$ cat config.mk
export PLATFORM = sky130hd
export DESIGN_NAME = relu_bound_propagator_flat
export DESIGN_NICKNAME = d
export VERILOG_FILES = /design/src/rtl/core/rbp_pkg.sv /design/src/rtl/core/rbp_in_if.sv /design/src/rtl/core/rbp_out_if.sv /design/src/rtl/core/relu_bound_propagator.sv /design/src/rtl/core/rbp_cfg.sv /design/src/rtl/core/rbp_ctrl.sv /design/src/rtl/core/rbp_dp.sv /design/src/flat_wrapper.sv
export VERILOG_INCLUDE_DIRS = /design/src /design/src/rtl/core
export SDC_FILE = /design/constraint.sdc
export NUM_CORES = 1
export LEC_CHECK = 0
export BUFFER_PORTS_ARGS = -buffer_cell sky130_fd_sc_hd__buf_2
export CAP_MARGIN = 25
export CORE_MARGIN = 3
export CORE_UTILIZATION = 40
export CTS_CLUSTER_DIAMETER = 100
export DETAILED_ROUTE_END_ITERATION = 8
export GPL_TIMING_DRIVEN = 1
export SLEW_MARGIN = 25
export SYNTH_ARGS = -nofsm -noshare
export SYNTH_HDL_FRONTEND = slang
export SYNTH_SLANG_ARGS = --single-unit
export TNS_END_PERCENT = 10
$ cat constraint.sdc
create_clock -name clk_i -period 9.1 [get_ports clk_i]
set_clock_uncertainty 0.15 [all_clocks]
set_input_delay 0.455 -clock clk_i [delete_from_list [all_inputs] [get_ports clk_i]]
set_output_delay 0.455 -clock clk_i [all_outputs]
set_load 0.03 [all_outputs]
$ cat src/rtl/core/assert_macros.svh
// ----------------------------------------------------------------------------
// Assertion macros
// Shared shorthand for clocked implication checks with an active-low reset.
// ----------------------------------------------------------------------------
`ifndef ASSERT_MACROS_SVH
`define ASSERT_MACROS_SVH

// Same-cycle implication: when ante holds, cons must hold at the same edge.
`define ASSERT_IMP(label, clk, rst_n, ante, cons) \
  label: assert property (@(posedge clk) disable iff (!rst_n) (ante) |-> (cons)) \
    else $error("same-cycle implication check failed");

// Next-cycle implication: when ante holds, cons must hold at the next edge.
`define ASSERT_NEXT(label, clk, rst_n, ante, cons) \
  label: assert property (@(posedge clk) disable iff (!rst_n) (ante) |=> (cons)) \
    else $error("next-cycle implication check failed");

`endif

$ cat src/rtl/core/rbp_pkg.sv
// ----------------------------------------------------------------------------
// rbp_pkg
// Types, codes and widths shared by the ReLU bound propagator.
// ----------------------------------------------------------------------------
`default_nettype none

package rbp_pkg;

  // Widths of the bound values, the tolerance and the register port.
  localparam int BOUND_WIDTH = 32;
  localparam int TOL_WIDTH   = 16;
  localparam int APB_ADDR_W  = 4;
  localparam int APB_DATA_W  = 32;

  typedef logic signed [BOUND_WIDTH-1:0] bound_t;

  localparam bound_t BOUND_MAX = {1'b0, {(BOUND_WIDTH-1){1'b1}}};
  localparam bound_t BOUND_MIN = {1'b1, {(BOUND_WIDTH-1){1'b0}}};
  localparam bound_t BOUND_ZERO = '0;

  // Variable selector codes.
  localparam logic [1:0] VAR_B   = 2'd0;
  localparam logic [1:0] VAR_F   = 2'd1;
  localparam logic [1:0] VAR_AUX = 2'd2;

  // Notice and tightening kinds.
  localparam logic CMD_LOWER  = 1'b0;
  localparam logic CMD_UPPER  = 1'b1;
  localparam logic KIND_LOWER = 1'b0;
  localparam logic KIND_UPPER = 1'b1;

  // Register indexes (byte address divided by four).
  localparam logic [1:0] REG_AUX_IN_USE = 2'd0;
  localparam logic [1:0] REG_CONSTR_EN  = 2'd1;
  localparam logic [1:0] REG_TOLERANCE  = 2'd2;

  typedef enum logic [1:0] {
    PH_NOT_FIXED = 2'd0,
    PH_ACTIVE    = 2'd1,
    PH_INACTIVE  = 2'd2
  } phase_e;

  typedef enum logic [1:0] {
    ST_IDLE   = 2'd0,
    ST_EVAL   = 2'd1,
    ST_SECOND = 2'd2
  } state_e;

  typedef struct packed {
    logic                 aux_in_use;
    logic                 constraint_enabled;
    logic [TOL_WIDTH-1:0] tolerance;
  } cfg_t;

  // Controller to datapath commands.
  typedef struct packed {
    logic latch;        // capture the incoming notice
    logic eval_load;    // commit the bound update and load the first result
    logic load_second;  // load the second result
  } ctrl_cmd_t;

  // Datapath to controller status.
  typedef struct packed {
    logic two_results;
  } dp_status_t;

  typedef struct packed {
    logic       has;
    logic [1:0] tvar;
    logic       kind;
    bound_t     value;
  } tight_t;

  typedef struct packed {
    tight_t     tight;
    logic       accepted;
    logic [1:0] phase;
    logic       last;
  } out_item_t;

endpackage

`default_nettype wire

$ cat src/rtl/core/rbp_in_if.sv
// ----------------------------------------------------------------------------
// rbp_in_if
// Notice channel: valid/ready handshake with the bound notice payload.
// ----------------------------------------------------------------------------
`default_nettype none

interface rbp_in_if
  import rbp_pkg::*;
();
  logic       valid;
  logic       ready;
  logic       cmd;
  logic [1:0] var_sel;
  bound_t     bound;

  modport source (output valid, output cmd, output var_sel, output bound, input ready);
  modport sink   (input valid, input cmd, input var_sel, input bound, output ready);
endinterface

`default_nettype wire

$ cat src/rtl/core/rbp_out_if.sv
// ----------------------------------------------------------------------------
// rbp_out_if
// Result channel: valid/ready handshake with the tightening result payload.
// ----------------------------------------------------------------------------
`default_nettype none

interface rbp_out_if
  import rbp_pkg::*;
();
  logic       valid;
  logic       ready;
  logic       has_tightening;
  logic [1:0] tight_var;
  logic       tight_kind;
  bound_t     tight_value;
  logic       accepted;
  logic [1:0] phase;
  logic       last;

  modport source (
    output valid, output has_tightening, output tight_var, output tight_kind,
    output tight_value, output accepted, output phase, output last, input ready
  );
  modport sink (
    input valid, input has_tightening, input tight_var, input tight_kind,
    input tight_value, input accepted, input phase, input last, output ready
  );
endinterface

`default_nettype wire

$ cat src/rtl/core/relu_bound_propagator.sv
// ----------------------------------------------------------------------------
// relu_bound_propagator
// Bound propagation for one ReLU constraint f = max(b, 0) with optional
// auxiliary aux = f - b.
// ----------------------------------------------------------------------------
//
// Channel   Direction  Handshake                       Payload
// in_i      sink       valid & ready                   cmd, var_sel, bound
// out_o     source     valid & ready                   tightening, accepted,
//                                                      phase, last
// apb       slave      psel & penable & pwrite         register write/read
//
// A notice is captured in ST_IDLE; in ST_EVAL the tighter test and bound
// update run in the datapath and the first result is loaded, and a notice
// that causes two results loads the second one in ST_SECOND.
// The next notice is taken while the last result still sits in the output
// register. Results stall in that register while out_o.ready is low.
// Reset clears the valid bits of the stored bounds and the phase; no
// clearing pass is needed.
// ----------------------------------------------------------------------------
`default_nettype none

`include "assert_macros.svh"

module relu_bound_propagator
  import rbp_pkg::*;
(
  input  wire logic                  clk_i,
  input  wire logic                  rst_ni,
  rbp_in_if.sink                     in_i,
  rbp_out_if.source                  out_o,
  input  wire logic                  psel,
  input  wire logic                  penable,
  input  wire logic                  pwrite,
  input  wire logic [APB_ADDR_W-1:0] paddr,
  input  wire logic [APB_DATA_W-1:0] pwdata,
  output logic      [APB_DATA_W-1:0] prdata,
  output logic                       pready
);

  cfg_t       cfg;
  ctrl_cmd_t  cmd;
  dp_status_t status;
  out_item_t  item;

  rbp_cfg u_cfg (
    .clk_i   (clk_i),
    .rst_ni  (rst_ni),
    .psel    (psel),
    .penable (penable),
    .pwrite  (pwrite),
    .paddr   (paddr),
    .pwdata  (pwdata),
    .prdata  (prdata),
    .pready  (pready),
    .cfg_o   (cfg)
  );

  rbp_ctrl u_ctrl (
    .clk_i       (clk_i),
    .rst_ni      (rst_ni),
    .in_valid_i  (in_i.valid),
    .in_ready_o  (in_i.ready),
    .out_valid_o (out_o.valid),
    .out_ready_i (out_o.ready),
    .status_i    (status),
    .cmd_o       (cmd)
  );

  rbp_dp u_dp (
    .clk_i        (clk_i),
    .rst_ni       (rst_ni),
    .cfg_i        (cfg),
    .cmd_i        (cmd),
    .in_cmd_i     (in_i.cmd),
    .in_var_sel_i (in_i.var_sel),
    .in_bound_i   (in_i.bound),
    .status_o     (status),
    .out_item_o   (item)
  );

  // Result payload from the output register.
  assign out_o.has_tightening = item.tight.has;
  assign out_o.tight_var      = item.tight.tvar;
  assign out_o.tight_kind     = item.tight.kind;
  assign out_o.tight_value    = item.tight.value;
  assign out_o.accepted       = item.accepted;
  assign out_o.phase          = item.phase;
  assign out_o.last           = item.last;

  // A taken first result is followed at once by the final one.
  `ASSERT_NEXT(a_second_follows, clk_i, rst_ni,
               out_o.valid && out_o.ready && !out_o.last, out_o.valid && out_o.last)
  // While a notice can be taken, any waiting result is the final one.
  `ASSERT_IMP(a_idle_holds_last, clk_i, rst_ni, in_i.ready && out_o.valid, out_o.last)
  // A rejected notice never carries a tightening.
  `ASSERT_IMP(a_reject_no_tight, clk_i, rst_ni,
              out_o.valid && !out_o.accepted, !out_o.has_tightening && out_o.last)

endmodule

`default_nettype wire

$ cat src/rtl/core/rbp_cfg.sv
// ----------------------------------------------------------------------------
// rbp_cfg
// Configuration registers behind an APB-style port.
// ----------------------------------------------------------------------------
`default_nettype none

module rbp_cfg
  import rbp_pkg::*;
(
  input  wire logic                  clk_i,
  input  wire logic                  rst_ni,
  input  wire logic                  psel,
  input  wire logic                  penable,
  input  wire logic                  pwrite,
  input  wire logic [APB_ADDR_W-1:0] paddr,
  input  wire logic [APB_DATA_W-1:0] pwdata,
  output logic      [APB_DATA_W-1:0] prdata,
  output logic                       pready,
  output cfg_t                       cfg_o
);

  cfg_t       cfg_q;
  logic       wr_en;
  logic [1:0] reg_idx;

  assign pready  = 1'b1;
  assign wr_en   = psel && penable && pwrite;
  assign reg_idx = paddr[3:2];
  assign cfg_o   = cfg_q;

  // Register writes; unknown indexes are dropped.
  always_ff @(posedge clk_i or negedge rst_ni) begin
    if (!rst_ni) begin
      cfg_q.aux_in_use         <= 1'b0;
      cfg_q.constraint_enabled <= 1'b1;
      cfg_q.tolerance          <= TOL_WIDTH'(1);
    end else if (wr_en) begin
      case (reg_idx)
        REG_AUX_IN_USE: cfg_q.aux_in_use         <= pwdata[0];
        REG_CONSTR_EN:  cfg_q.constraint_enabled <= pwdata[0];
        REG_TOLERANCE:  cfg_q.tolerance          <= pwdata[TOL_WIDTH-1:0];
        default: ;
      endcase
    end
  end

  // Read back.
  always_comb begin
    prdata = '0;
    case (reg_idx)
      REG_AUX_IN_USE: prdata[0] = cfg_q.aux_in_use;
      REG_CONSTR_EN:  prdata[0] = cfg_q.constraint_enabled;
      REG_TOLERANCE:  prdata[TOL_WIDTH-1:0] = cfg_q.tolerance;
      default:        prdata = '0;
    endcase
  end

endmodule

`default_nettype wire

$ cat src/rtl/core/rbp_ctrl.sv
// ----------------------------------------------------------------------------
// rbp_ctrl
// Sequencer: takes a notice, evaluates it, and hands out one or two results.
// ----------------------------------------------------------------------------
`default_nettype none

module rbp_ctrl
  import rbp_pkg::*;
(
  input  wire logic       clk_i,
  input  wire logic       rst_ni,
  input  wire logic       in_valid_i,
  output logic            in_ready_o,
  output logic            out_valid_o,
  input  wire logic       out_ready_i,
  input  dp_status_t      status_i,
  output ctrl_cmd_t       cmd_o
);

  state_e state_q, state_d;
  logic   out_valid_q, out_valid_d;
  logic   out_free;

  assign out_valid_o = out_valid_q;
  // The output register can take a new item when empty or drained this cycle.
  assign out_free = !out_valid_q || out_ready_i;

  always_ff @(posedge clk_i or negedge rst_ni) begin
    if (!rst_ni) begin
      state_q     <= ST_IDLE;
      out_valid_q <= 1'b0;
    end else begin
      state_q     <= state_d;
      out_valid_q <= out_valid_d;
    end
  end

  // Next state and commands.
  always_comb begin
    state_d     = state_q;
    out_valid_d = out_valid_q && !out_ready_i;
    in_ready_o  = 1'b0;
    cmd_o       = '0;
    case (state_q)
      ST_IDLE: begin
        in_ready_o = 1'b1;
        if (in_valid_i) begin
          cmd_o.latch = 1'b1;
          state_d     = ST_EVAL;
        end
      end
      ST_EVAL: begin
        if (out_free) begin
          cmd_o.eval_load = 1'b1;
          out_valid_d     = 1'b1;
          state_d         = status_i.two_results ? ST_SECOND : ST_IDLE;
        end
      end
      ST_SECOND: begin
        if (out_free) begin
          cmd_o.load_second = 1'b1;
          out_valid_d       = 1'b1;
          state_d           = ST_IDLE;
        end
      end
      default: begin
        state_d = ST_IDLE;
      end
    endcase
  end

endmodule

`default_nettype wire

$ cat src/rtl/core/rbp_dp.sv
// ----------------------------------------------------------------------------
// rbp_dp
// Datapath: stored bounds, phase, tighter test, derived tightenings and
// the output register.
// ----------------------------------------------------------------------------
`default_nettype none

module rbp_dp
  import rbp_pkg::*;
(
  input  wire logic       clk_i,
  input  wire logic       rst_ni,
  input  cfg_t            cfg_i,
  input  ctrl_cmd_t       cmd_i,
  input  wire logic       in_cmd_i,
  input  wire logic [1:0] in_var_sel_i,
  input  bound_t          in_bound_i,
  output dp_status_t      status_o,
  output out_item_t       out_item_o
);

  // Latched notice.
  logic       cmd_q;
  logic [1:0] sel_q;
  bound_t     bd_q;

  // Stored bounds and phase.
  bound_t     lower_val_q [3];
  bound_t     upper_val_q [3];
  logic [2:0] lower_known_q;
  logic [2:0] upper_known_q;
  phase_e     phase_q, phase_d;

  // Pending second result and output register.
  tight_t     second_q;
  out_item_t  out_q;

  logic                       sel_ok;
  logic                       known;
  bound_t                     stored;
  logic signed [BOUND_WIDTH:0] bd_ext, st_ext, tol_ext, diff;
  logic                       tighter, acc;
  logic                       pos, neg, zero, gt0, lt0;
  logic                       is_b, is_f, is_aux, aux;
  bound_t                     neg_bd;
  tight_t                     e0, e1;
  logic                       two;

  assign out_item_o = out_q;
  assign status_o.two_results = two;

  // Select the stored bound that the notice is compared against.
  always_comb begin
    sel_ok = 1'b1;
    known  = 1'b0;
    stored = BOUND_ZERO;
    case (sel_q)
      VAR_B, VAR_F, VAR_AUX: begin
        known  = (cmd_q == CMD_LOWER) ? lower_known_q[sel_q] : upper_known_q[sel_q];
        stored = (cmd_q == CMD_LOWER) ? lower_val_q[sel_q] : upper_val_q[sel_q];
      end
      default: sel_ok = 1'b0;
    endcase
  end

  // Tighter test: the difference must exceed the tolerance.
  always_comb begin
    bd_ext  = {bd_q[BOUND_WIDTH-1], bd_q};
    st_ext  = {stored[BOUND_WIDTH-1], stored};
    tol_ext = {{(BOUND_WIDTH+1-TOL_WIDTH){1'b0}}, cfg_i.tolerance};
    diff    = (cmd_q == CMD_LOWER) ? (bd_ext - st_ext) : (st_ext - bd_ext);
    tighter = diff > tol_ext;
    acc     = sel_ok && (!known || tighter);
  end

  // Sign tests and saturating negation of the notice value.
  always_comb begin
    pos    = bd_ext > tol_ext;
    neg    = bd_ext < -tol_ext;
    zero   = !pos && !neg;
    gt0    = !bd_q[BOUND_WIDTH-1] && (bd_q != BOUND_ZERO);
    lt0    = bd_q[BOUND_WIDTH-1];
    neg_bd = (bd_q == BOUND_MIN) ? BOUND_MAX : -bd_q;
    is_b   = sel_q == VAR_B;
    is_f   = sel_q == VAR_F;
    is_aux = sel_q == VAR_AUX;
    aux    = cfg_i.aux_in_use;
  end

  // Phase update and derived tightenings for an accepted notice.
  always_comb begin
    phase_d = phase_q;
    e0      = '0;
    e1      = '0;
    if (acc) begin
      if (cmd_q == CMD_LOWER) begin
        if (is_f && pos) begin
          phase_d = PH_ACTIVE;
        end else if (is_b && !neg) begin
          phase_d = PH_ACTIVE;
        end else if (aux && is_aux && pos) begin
          phase_d = PH_INACTIVE;
        end
        if (cfg_i.constraint_enabled) begin
          if ((is_f || is_b) && gt0) begin
            e0 = '{has: 1'b1, tvar: (is_f ? VAR_B : VAR_F), kind: KIND_LOWER, value: bd_q};
            if (aux) begin
              e1 = '{has: 1'b1, tvar: VAR_AUX, kind: KIND_UPPER, value: BOUND_ZERO};
            end
          end else if (aux && is_b && zero) begin
            e0 = '{has: 1'b1, tvar: VAR_AUX, kind: KIND_UPPER, value: BOUND_ZERO};
          end else if (aux && is_aux && gt0) begin
            e0 = '{has: 1'b1, tvar: VAR_B, kind: KIND_UPPER, value: neg_bd};
            e1 = '{has: 1'b1, tvar: VAR_F, kind: KIND_UPPER, value: BOUND_ZERO};
          end else if (aux && is_b && lt0) begin
            e0 = '{has: 1'b1, tvar: VAR_AUX, kind: KIND_UPPER, value: neg_bd};
          end else if (is_f && lt0) begin
            e0 = '{has: 1'b1, tvar: VAR_F, kind: KIND_LOWER, value: BOUND_ZERO};
          end
        end
      end else begin
        if ((is_f || is_b) && !pos) begin
          phase_d = PH_INACTIVE;
        end
        if (aux && is_aux && zero) begin
          phase_d = PH_ACTIVE;
        end
        if (cfg_i.constraint_enabled) begin
          if (is_f) begin
            e0 = '{has: 1'b1, tvar: VAR_B, kind: KIND_UPPER, value: bd_q};
          end else if (is_b) begin
            if (!pos) begin
              e0 = '{has: 1'b1, tvar: VAR_F, kind: KIND_UPPER, value: BOUND_ZERO};
              if (aux) begin
                e1 = '{has: 1'b1, tvar: VAR_AUX, kind: KIND_LOWER, value: neg_bd};
              end
            end else begin
              e0 = '{has: 1'b1, tvar: VAR_F, kind: KIND_UPPER, value: bd_q};
            end
          end else if (aux && is_aux) begin
            e0 = '{has: 1'b1, tvar: VAR_B, kind: KIND_LOWER, value: neg_bd};
          end
        end
      end
    end
    two = e1.has;
  end

  // Notice capture and stored bound values (no reset: read only when known).
  always_ff @(posedge clk_i) begin
    if (cmd_i.latch) begin
      cmd_q <= in_cmd_i;
      sel_q <= in_var_sel_i;
      bd_q  <= in_bound_i;
    end
    if (cmd_i.eval_load && acc) begin
      for (int i = 0; i < 3; i++) begin
        if (sel_q == 2'(i)) begin
          if (cmd_q == CMD_LOWER) begin
            lower_val_q[i] <= bd_q;
          end else begin
            upper_val_q[i] <= bd_q;
          end
        end
      end
    end
    if (cmd_i.eval_load) begin
      second_q       <= e1;
      out_q.tight    <= e0;
      out_q.accepted <= acc;
      out_q.phase    <= phase_d;
      out_q.last     <= !two;
    end else if (cmd_i.load_second) begin
      out_q.tight <= second_q;
      out_q.last  <= 1'b1;
    end
  end

  // Valid bits and phase.
  always_ff @(posedge clk_i or negedge rst_ni) begin
    if (!rst_ni) begin
      lower_known_q <= '0;
      upper_known_q <= '0;
      phase_q       <= PH_NOT_FIXED;
    end else if (cmd_i.eval_load) begin
      phase_q <= phase_d;
      if (acc) begin
        if (cmd_q == CMD_LOWER) begin
          lower_known_q[sel_q] <= 1'b1;
        end else begin
          upper_known_q[sel_q] <= 1'b1;
        end
      end
    end
  end

endmodule

`default_nettype wire
$ cat src/flat_wrapper.sv
// flat-port wrapper written by rule: the top's interface ports become plain ports
module relu_bound_propagator_flat import rbp_pkg::*;
  (clk_i, rst_ni, psel, penable, pwrite, paddr, pwdata, prdata, pready, in_i_valid, in_i_cmd, in_i_var_sel, in_i_bound, in_i_ready, out_o_valid, out_o_has_tightening, out_o_tight_var, out_o_tight_kind, out_o_tight_value, out_o_accepted, out_o_phase, out_o_last, out_o_ready);
  rbp_in_if in_i_i ();
  rbp_out_if out_o_i ();
  input  wire logic clk_i;
  input  wire logic rst_ni;
  input  wire logic psel;
  input  wire logic penable;
  input  wire logic pwrite;
  input  wire logic [APB_ADDR_W-1:0] paddr;
  input  wire logic [APB_DATA_W-1:0] pwdata;
  output logic      [APB_DATA_W-1:0] prdata;
  output logic pready;
  input wire logic [$bits(in_i_i.valid)-1:0] in_i_valid;
  input wire logic [$bits(in_i_i.cmd)-1:0] in_i_cmd;
  input wire logic [$bits(in_i_i.var_sel)-1:0] in_i_var_sel;
  input wire logic [$bits(in_i_i.bound)-1:0] in_i_bound;
  output wire logic [$bits(in_i_i.ready)-1:0] in_i_ready;
  output wire logic [$bits(out_o_i.valid)-1:0] out_o_valid;
  output wire logic [$bits(out_o_i.has_tightening)-1:0] out_o_has_tightening;
  output wire logic [$bits(out_o_i.tight_var)-1:0] out_o_tight_var;
  output wire logic [$bits(out_o_i.tight_kind)-1:0] out_o_tight_kind;
  output wire logic [$bits(out_o_i.tight_value)-1:0] out_o_tight_value;
  output wire logic [$bits(out_o_i.accepted)-1:0] out_o_accepted;
  output wire logic [$bits(out_o_i.phase)-1:0] out_o_phase;
  output wire logic [$bits(out_o_i.last)-1:0] out_o_last;
  input wire logic [$bits(out_o_i.ready)-1:0] out_o_ready;
  assign in_i_i.valid = in_i_valid;
  assign in_i_i.cmd = in_i_cmd;
  assign in_i_i.var_sel = in_i_var_sel;
  assign in_i_i.bound = in_i_bound;
  assign in_i_ready = in_i_i.ready;
  assign out_o_valid = out_o_i.valid;
  assign out_o_has_tightening = out_o_i.has_tightening;
  assign out_o_tight_var = out_o_i.tight_var;
  assign out_o_tight_kind = out_o_i.tight_kind;
  assign out_o_tight_value = out_o_i.tight_value;
  assign out_o_accepted = out_o_i.accepted;
  assign out_o_phase = out_o_i.phase;
  assign out_o_last = out_o_i.last;
  assign out_o_i.ready = out_o_ready;
  relu_bound_propagator u_core (.clk_i(clk_i), .rst_ni(rst_ni), .in_i(in_i_i), .out_o(out_o_i), .psel(psel), .penable(penable), .pwrite(pwrite), .paddr(paddr), .pwdata(pwdata), .prdata(prdata), .pready(pready));
endmodule
# Yosys cells after proc, flatten, opt, wreduce, memory -nomap -nowiden
# Memory sizes are Yosys's and may differ from the RTL's. A register that Yosys moved wholly into a read port is not among the register bits.
# Index checks and enable logic that the tools add are counted.
[totals]
register_bits = 140
ramBits = 192
input_bits = 78
elab_cells = 192
n_memories = 2
[classes]
add_sub_neg = 4
magnitude_cmp = 5
eq_ne = 10
n_mux = 99
bitwise = 3
n_reduce_logical = 47
[mem_list]
columns = ["memory", "words", "width", "rd", "rd_clocked_by_memory_dff", "write_ports", "line_no", "text"]
rows = [
  ["u_core.u_dp.lower_val_q", 3, 32, 1, 1, 1, "rbp_dp.sv:28", "bound_t lower_val_q [3];"],
  ["u_core.u_dp.upper_val_q", 3, 32, 1, 1, 1, "rbp_dp.sv:29", "bound_t upper_val_q [3];"],
]
[op_table]
columns = ["cell", "n"]
rows = [
  ["2-to-1 mux 36 bit", 26],
  ["2-to-1 mux 32 bit", 8],
  ["OR reduction 32 bit", 4],
  ["subtractor 32 x 32 -> 33 bit", 2],
  ["2-to-1 mux 1 bit", 41],
  ["2-to-1 mux 2 bit", 17],
  ["greater-than comparator 33 x 17 -> 1 bit", 1],
  ["less-than comparator 32 x 33 -> 1 bit", 1],
  ["2-to-1 mux 33 bit", 1],
  ["negation 16 -> 33 bit", 1],
  ["== test 32 bit (second input constant)", 1],
  ["greater-than comparator 32 x 17 -> 1 bit", 1],
  ["negation 32 bit", 1],
  ["nonzero test 32 bit", 1],
  ["logical AND 1 bit", 20],
  ["2-to-1 mux 15 bit", 1],
  ["AND reduction 3 bit", 3],
  ["zero test 1 bit", 7],
  ["== test 2 x 1 -> 1 bit (second input constant)", 3],
  ["== test 2 bit (second input constant)", 3],
  ["zero test 2 bit", 3],
  ["inequality test 2 bit (second input constant)", 3],
  ["bitwise OR 3 bit", 2],
  ["case mux 2 bit (3 select lines)", 1],
  ["11 further kinds", 16],
]

# Longest topological paths before layout
# Gate-level depths: netlist of the first run.
[depth]
ltp_word = 14
mapped_depth = 32
mapped_depth_nobuf = 26

# Modules after synthesis
# Synthesis of the first run repeated with hierarchy kept, for this count alone.
[hier_totals]
cells_unflattened = 1976
hier_area_um2 = 20988.9
[modules_own_cells]
columns = ["module", "instances", "cells_per_inst", "area_per_inst_um2", "seq_area_each_um2"]
rows = [
  ["rbp_dp", 1, 1873, 19792.7, 9339.0],
  ["rbp_cfg", 1, 80, 973.4, 452.9],
  ["rbp_ctrl", 1, 23, 222.7, 75.1],
]

# Least setup slack after synthesis of the first run
# Ideal clock, no wire load.
[synth_timing]
kind = "register to register"
start = "register u_core.u_dp.cmd_q"
end = "memory u_core.u_dp.lower_val_q[0][0] in the netlist's numbering (enable)"
t_arrival_ns = 6.547
required_ns = 8.546
path_slack_ns = 1.999
path_stages_with_launch = 29
synth_period_minus_slack_ns = 7.101
cell_sequence = "edfxtp_1 clkbuf_1 buf_1 buf_2 clkbuf_1 buf_1 buf_1 mux2i_1 nand2_1 o21ai_0 or2_2 ha_1 a21oi_1 nor2_1 or3_1 a21oi_1 a21oi_1 xor2_1 ha_1 a2111o_1 a21oi_1 o21ai_0 a211oi_1 nand4b_1 a2111o_1 nor4_4 nor3_2 buf_6 and3_1"
[synth_via]
elab_chain_cells = 13
[synth_lines]
columns = ["item", "line_no", "text"]
rows = [
  ["start, declared", "rbp_dp.sv:23", "logic cmd_q;"],
  ["start signal, assigned", "rbp_dp.sv:152", "cmd_q <= in_cmd_i;"],
  ["2-to-1 mux 32 bit", "rbp_dp.sv:60", "stored = (cmd_q == CMD_LOWER) ? lower_val_q[sel_q] : upper_val_q[sel_q];"],
  ["2-to-1 mux 32 bit", "rbp_dp.sv:57", "case (sel_q)"],
  ["subtractor 32 x 32 -> 33 bit", "rbp_dp.sv:71", "diff = (cmd_q == CMD_LOWER) ? (bd_ext - st_ext) : (st_ext - bd_ext);"],
  ["2-to-1 mux 33 bit", "rbp_dp.sv:71", ""],
  ["greater-than comparator 33 x 17 -> 1 bit", "rbp_dp.sv:72", "tighter = diff > tol_ext;"],
  ["logical OR 1 bit", "rbp_dp.sv:73", "acc = sel_ok && (!known || tighter);"],
  ["logical AND 1 bit", "rbp_dp.sv:73", ""],
  ["logical AND 1 bit", "rbp_dp.sv:156", "if (cmd_i.eval_load && acc) begin"],
  ["2-to-1 mux 1 bit", "rbp_dp.sv:156", ""],
  ["2-to-1 mux 1 bit (implied by the code)", "rbp_dp.sv:160", "lower_val_q[i] <= bd_q;"],
  ["OR reduction 32 bit (no line)", "n/a", ""],
  ["2-to-1 mux 2 bit (no line) or 2-to-1 mux 1 bit (tied branches) (2 in series)", "n/a", ""],
  ["end, declared", "rbp_dp.sv:28", ""],
]
# Several ways; a longest one is shown, not always the timed one.

==> reports/metrics.csv, run 1 <==
metric,value,unit
status,finished clean,
vias,16320,
fin_crit_sh,84.87,%
rsz0062_at_grt,no,
synth_flop_cell,edfxtp_1,
met3_length,3952,um
die_x,232.7,um
wl_met2,30590,um
final_antenna_net_count,0,
p_per_area,291.0,nW/um2
start_kind,register,
endpoint_kind,register,
power,6.865,mW
wl_met1,27210,um
min_period,7.723,ns
route.detailed.vias_per_inst,5.852,
cts_inserted_buffers,37,
drcViolationCount,0,
worstMarginPinSlew,1.061,ns
yosys.area_share.adder,8.593,%
grt_max_degree,113,
avgSynthCellArea,10.61,um2
grt_pass1_vias,16190,
relSlewSlack,29.02,%
clock_path_buffers,3,
io_pins,153,
synth.distinct_cells,95,
cts.sinks,334,
post_cts_buffers,0,
wire_per_inst,23.08,um
totalWireLength,64380,um
synth_compound_area_share,17.15,%
seqCellArea,9869,um2
dieArea,54160,um2
clk_latency,0.55,ns
grt_overflow_total,0,
cts_max_level,2,
fmax,129.5,MHz
synthSimpleGateAreaFrac,13.27,%
place_congestion,0.9442,
core_area,50480,um2
drt_first_pass_iters,7,
dr.max_layer_used,met4,
synth-xor-area-share,2.428,%
antenna_found_initial,0,
clkSlewWorstSetupHoldPaths,0.06,ns
drt_iter0_markers,1676,
netlist_area,20560,um2
hold_violations,0,
n_antenna_cell,0,
multi_input_area,9833,um2
syn_inst,1938,
drv_cap,0,
synth_top_family_by_area,compound AO/OA/AOI/OAI gates,
criticalPathCategory,register to register,
critPathMaxFanout,32,
ys_warn_count,0,
drive_gt1_share,14.97,%
cts_tree,built,
num_rows,82,
yosysSeqAreaShare,47.99,%
required,9.18,ns
io_buffers,117,
grt_usage,23.61,%
hold_path_class,input port to register,
initial_core_util,40.73,%
arrival,7.81,ns
fp.dieH,232.7,um
finalSetupViolations,0,
nNetsFinal,2308,
dp_hpwl,46100,um
ys_seq_elements,334,
ys_async_sr_fraction,8.683,%
synth_mux_area_share,5.934,%
setup_tns,0,ns
grt_first_pass_wirelength,97480,um
root_buffer,clkbuf_16,
fillers,4693,
p_leak,8.979,nW
ir_worst_vdd,0.1625,mV
syn2layout_area_growth,14.76,%
synth-edff-count,303,
slew_violations,0,
-- logic make-up (layout without fill, tap and decap cells) --
kind of cell | count (synthesis) | in the layout
multiplexers | 81 | 81
AO/OA/AOI/OAI | 553 | 553
AND/OR/NAND/NOR | 546 | 546
adder cells (fa/ha/maj) | 140 | 140
buffers and inverters | 225 | 389
other | 2 | 17
flip-flops | 334 | 334
XOR/XNOR | 57 | 57
-- path summary, 6_finish.rpt --
check                                                         start                                       end  slack [ns]  depth (start not counted)
max                                                        register  u_core.u_dp.upper_val_q[2][26]$_DFFE_PP_        1.38                         21
min                                                      in_i_valid      u_core.u_ctrl.state_q[0]$_DFFE_PN0P_        0.07                          3
max reg2reg                                                register  u_core.u_dp.upper_val_q[2][26]$_DFFE_PP_        1.38                         21
min reg2reg                u_core.u_dp.upper_known_q[1]$_DFFE_PN0P_  u_core.u_dp.upper_known_q[1]$_DFFE_PN0P_        0.31                          1
max in group asynchronous                                    rst_ni        u_core.u_cfg.cfg_o[15]$_DFFE_PN0P_        8.05                          2
min in group asynchronous                                    rst_ni        u_core.u_dp.phase_q[0]$_DFFE_PN0P_        0.31                          2
-- layer usage --
layer | track usage (%) | up-vias
met4 | 9.334 | 0
met5 | 0 | -
met3 | 3.220 | 142
met1 | 31.04 | 7911
li1 | - | 7597
met2 | 39.49 | 670
-- cells in the final DEF (no fill, tap or decap), types with 48 or more instances in the layout --
master / count
a21oi_1: 154
buf_4: 48
inv_1: 99
nor2_1: 115
nand2_1: 161
dlygate4sd3_1: 52
o21ai_0: 161
ha_1: 138
buf_2: 117
edfxtp_1: 303
-- cell usage after synthesis (all sizes together) (11+ instances only) --
library cell  instances  area [um2]
a21o                 12       90.09
or2                  34       212.7
nand2b               12       75.07
nor2b                11       68.82
mux4                 32       720.7
a211oi               18       140.1
o22ai                13       81.33
nor3                 38       200.2
clkbuf               66       247.7
nor2                117       441.7
or4                  11       86.33
nand3                41       205.2
nand2               161       604.3
a21oi               157       797.0
mux2i                45       454.2
nor4                 30       209.0
o21a                 18       135.1
a32o                 16       160.2
a31oi                18       118.9
inv                 102       382.9
o21ai               168       848.3
xor2                 14       122.6
xnor2                43       376.6
and3                 11       68.82
edfxtp              303        9099
nand4                28       181.4
buf                  55       307.8
and2                 20       125.1
a22o                 21       183.9
o211ai               21       157.7
dfrtp                27       675.7
ha                  138        1727
-- timing repair --
item                      CTS  global route
hold buffers               52             0
hold endpoints to repair   80             0
gates resized for setup     0             0
-- sequential cells by signal, indices dropped and copies added (netlist names), 2 cells and up, named ones only --
name                       cells
u_core.u_dp.lower_known_q      3
u_core.u_dp.sel_q              2
u_core.u_dp.out_item_o        40
u_core.u_dp.upper_known_q      3
u_core.u_cfg.cfg_o            18
u_core.u_dp.phase_q            2
u_core.u_dp.upper_val_q       96
u_core.u_dp.bd_q              32
u_core.u_dp.lower_val_q       96
u_core.u_dp.second_q          36
u_core.u_ctrl.state_q          2
-- per-stage QoR --
| step | utilization [%] | hold slack, ns | std cells | instance area, um2 | setup WS (ns) |
|---|---|---|---|---|---|
| finish | 46.74 | 0.06990 | 2789 | 23590 | 1.377 |
| global placement | 43.39 | 0.2978 | 2671 | 21900 | 1.455 |
| floorplan | - | 0.009409 | 1953 | 20620 | 1.999 |
| detailed placement | 43.39 | 0.3048 | 2671 | 21900 | 1.389 |
| global route | 46.74 | 0.06428 | 2789 | 23590 | 0.9935 |
| CTS | 46.71 | 0.04091 | 2789 | 23580 | 1.358 |
-- area by class of cell --
cell class | instances | share of cell area [%]
tap | 672 | 3.564
sequential | 334 | 41.83
multi-input combinational | 1394 | 41.68
clock buffer | 46 | 4.158
inverter | 104 | 1.655
timing repair buffer | 219 | 6.385
clock inverter | 20 | 0.7318
-- report_power, final --
group	total (mW)	switching, mW	internal, mW
registers	2.19	0.149	2.04
clock network	1.44	0.608	0.828
logic	3.24	2.14	1.10
-- critical path, cell delays in order (launching register included) --
cell and delay (ns):
dfxtp_2 0.54, buf_4 0.51, mux4_2 0.57, o21ai_0 0.14, or2_2 0.17, ha_1 0.27
a21oi_1 0.32, a21oi_1 0.15, o21a_1 0.28, o31ai_1 0.71, xnor2_1 0.27, ha_1 0.36
nand4_1 0.15, nor3_1 0.21, a31oi_1 0.19, a211oi_1 0.44, nand4b_1 0.15, a2111o_1 0.53
nor4_4 0.45, nor3_2 0.23, and3_1 0.25, buf_4 0.29
No activity file was read; power rests on OpenSTA's default activity.
==> inputs of run 2 (changes only) <==
==> constraint.sdc (replaced) <==
create_clock -name clk_i -period 6.8 [get_ports clk_i]
set_clock_uncertainty 0.15 [all_clocks]
set_input_delay 0.34 -clock clk_i [delete_from_list [all_inputs] [get_ports clk_i]]
set_output_delay 0.34 -clock clk_i [all_outputs]
set_load 0.03 [all_outputs]
==> reports/metrics.csv, run 2 (synthesis gave the netlist of run 1 again) <==
metric,value,unit
status,finished clean,
place_congestion,0.9574,
slew_violations,0,
syn2layout_area_growth,19.70,%
relSlewSlack,32.93,%
grt_first_pass_wirelength,101200,um
start_kind,register,
min_from,paddr[3],
grt_max_degree,133,
drt_first_pass_iters,5,
cts_inserted_buffers,36,
rsz0062_at_grt,no,
criticalPathCategory,register to register,
vias,16770,
crit_slowest_cell,a2111o_1,
initial_core_util,40.73,%
final_antenna_net_count,0,
arrival,6.67,ns
hold_path_class,input port to register,
reg2regPathDepth,25,
utilization,48.75,%
route.detailed.vias_per_inst,5.777,
fp.dieH,232.7,um
hold_violations,0,
final_common_cell,edfxtp_1,
min_path_cells,3,
io_buffers,117,
n_antenna_cell,0,
critPathMaxFanout,31,
required,6.95,ns
fmax,153.3,MHz
place_inst,2781,
fin_cells,2903,
die_x,232.7,um
clock_path_buffers,3,
min_period,6.523,ns
cts_max_level,2,
antenna_found_initial,0,
slowest_delay,0.53,ns
drt_iter0_markers,1478,
clkSlewWorstSetupHoldPaths,0.06,ns
ir_worst_vdd,0.2461,mV
dieArea,54160,um2
grt_pass1_vias,16330,
totalWireLength,67560,um
root_buffer,clkbuf_16,
num_rows,82,
wire_per_inst,23.27,um
clk_latency,0.56,ns
drv_cap,0,
p_per_area,393.8,nW/um2
cts.sinks,334,
pre_cts_ws,0.05752,ns
io_pins,153,
setup_tns,0,ns
final.setup.worst_slack,0.2770,ns
core_area,50480,um2
dp_hpwl,50200,um
finalSetupViolations,0,
cts_tree,built,
final_cell_mix,"303 x edfxtp_1, 161 x nand2_1, 157 x o21ai_0, 154 x a21oi_1, 146 x buf_4",
drive_gt1_share,19.72,%
endpoint_kind,register,
drcViolationCount,0,
nNetsFinal,2421,
grt_usage,24.83,%
worstMarginPinSlew,0.9993,ns
grt_overflow_total,0,
p_leak,9.545,nW
fin_crit_sh,95.93,%
## run 2: changes by cell type in the layout (fill, tap and decap cells not counted), moves of 3 or more
| cell | before | now |
|---|---|---|
| dlygate4sd3_1 | 52 | 56 |
| and3_1 | 11 | 5 |
| o21ai_1 | 5 | 9 |
| buf_12 | 2 | 14 |
| clkinv_1 | 10 | 3 |
| clkinvlp_4 | 1 | 4 |
| and3_2 | 0 | 6 |
| o21ai_0 | 161 | 157 |
| clkbuf_1 | 8 | 12 |
| buf_4 | 48 | 146 |
## run 2: worst max-delay path: cells and delay by family, from the launching register on
family          cells  cell delay (ns)
buf+inv             4             0.57
simple gates        5             0.72
mux                 2             0.64
compound gates     11             2.81
flops               1             0.35
xor+xnor            1             0.37
fa+ha+maj           2             0.60
## run 2: cell type report
cell class                      instances  area, um2
Fill cell                            4624      25870
Sequential cell                       334       9869
Multi-Input combinational cell       1394       9851
Timing Repair Buffer                  333       2522
Clock buffer                           50      984.7
Tap cell                              672      840.8
Inverter                              104      390.4
Clock inverter                         16      151.4
## run 2: where the power goes
| group | switching (mW) | internal, mW |
|---|---|---|
| Sequential | 0.226 | 2.73 |
| Combinational | 3.00 | 1.83 |
| Clock | 0.832 | 1.07 |
| Total | 4.06 | 5.63 |
## run 2: stage by stage
step / hold WS (ns) / cell area [um2] / power [mW]
6_report: 0.07588 / 24610 / 9.690
5_1_grt: 0.08379 / 24610 / 10.27
4_1_cts: 0.04888 / 24580 / 9.674
3_5_place_dp: 0.2675 / 22890 / 7.718
3_3_place_gp: 0.2603 / 22890 / 7.671
2_1_floorplan: -0.1056 / 20630 / 5.884
## run 2: path summary, 6_finish.rpt
path | to | slack [ns]
max in group asynchronous | u_core.u_cfg.cfg_o[15]$_DFFE_PN0P_ | 5.86
worst min-delay path | u_core.u_cfg.cfg_o[16]$_DFFE_PN1P_ | 0.08
min in group asynchronous | u_core.u_dp.phase_q[0]$_DFFE_PN0P_ | 0.20
worst max-delay path | u_core.u_dp.out_item_o[21]$_DFFE_PP_ | 0.28
worst max register to register | u_core.u_dp.out_item_o[21]$_DFFE_PP_ | 0.28
worst min register to register | u_core.u_dp.lower_known_q[0]$_DFFE_PN0P_ | 0.32
## run 2: routing by layer
metal  up-vias  global-route usage [%]  wire length (um)
li1       7823                       -                 -
met1      8212                   33.07             28660
met2       619                   41.11             32210
met3       118                   3.587              4020
met4         0                   9.334              2675
met5         -                       0                 0
## run 2: repair_timing
action	4_1_cts	5_1_grt
hold buffers	56	0
gates resized for setup	0	9
hold endpoints to repair	83	0
buffers inserted	0	0
endpoints found under the setup margin	0	263
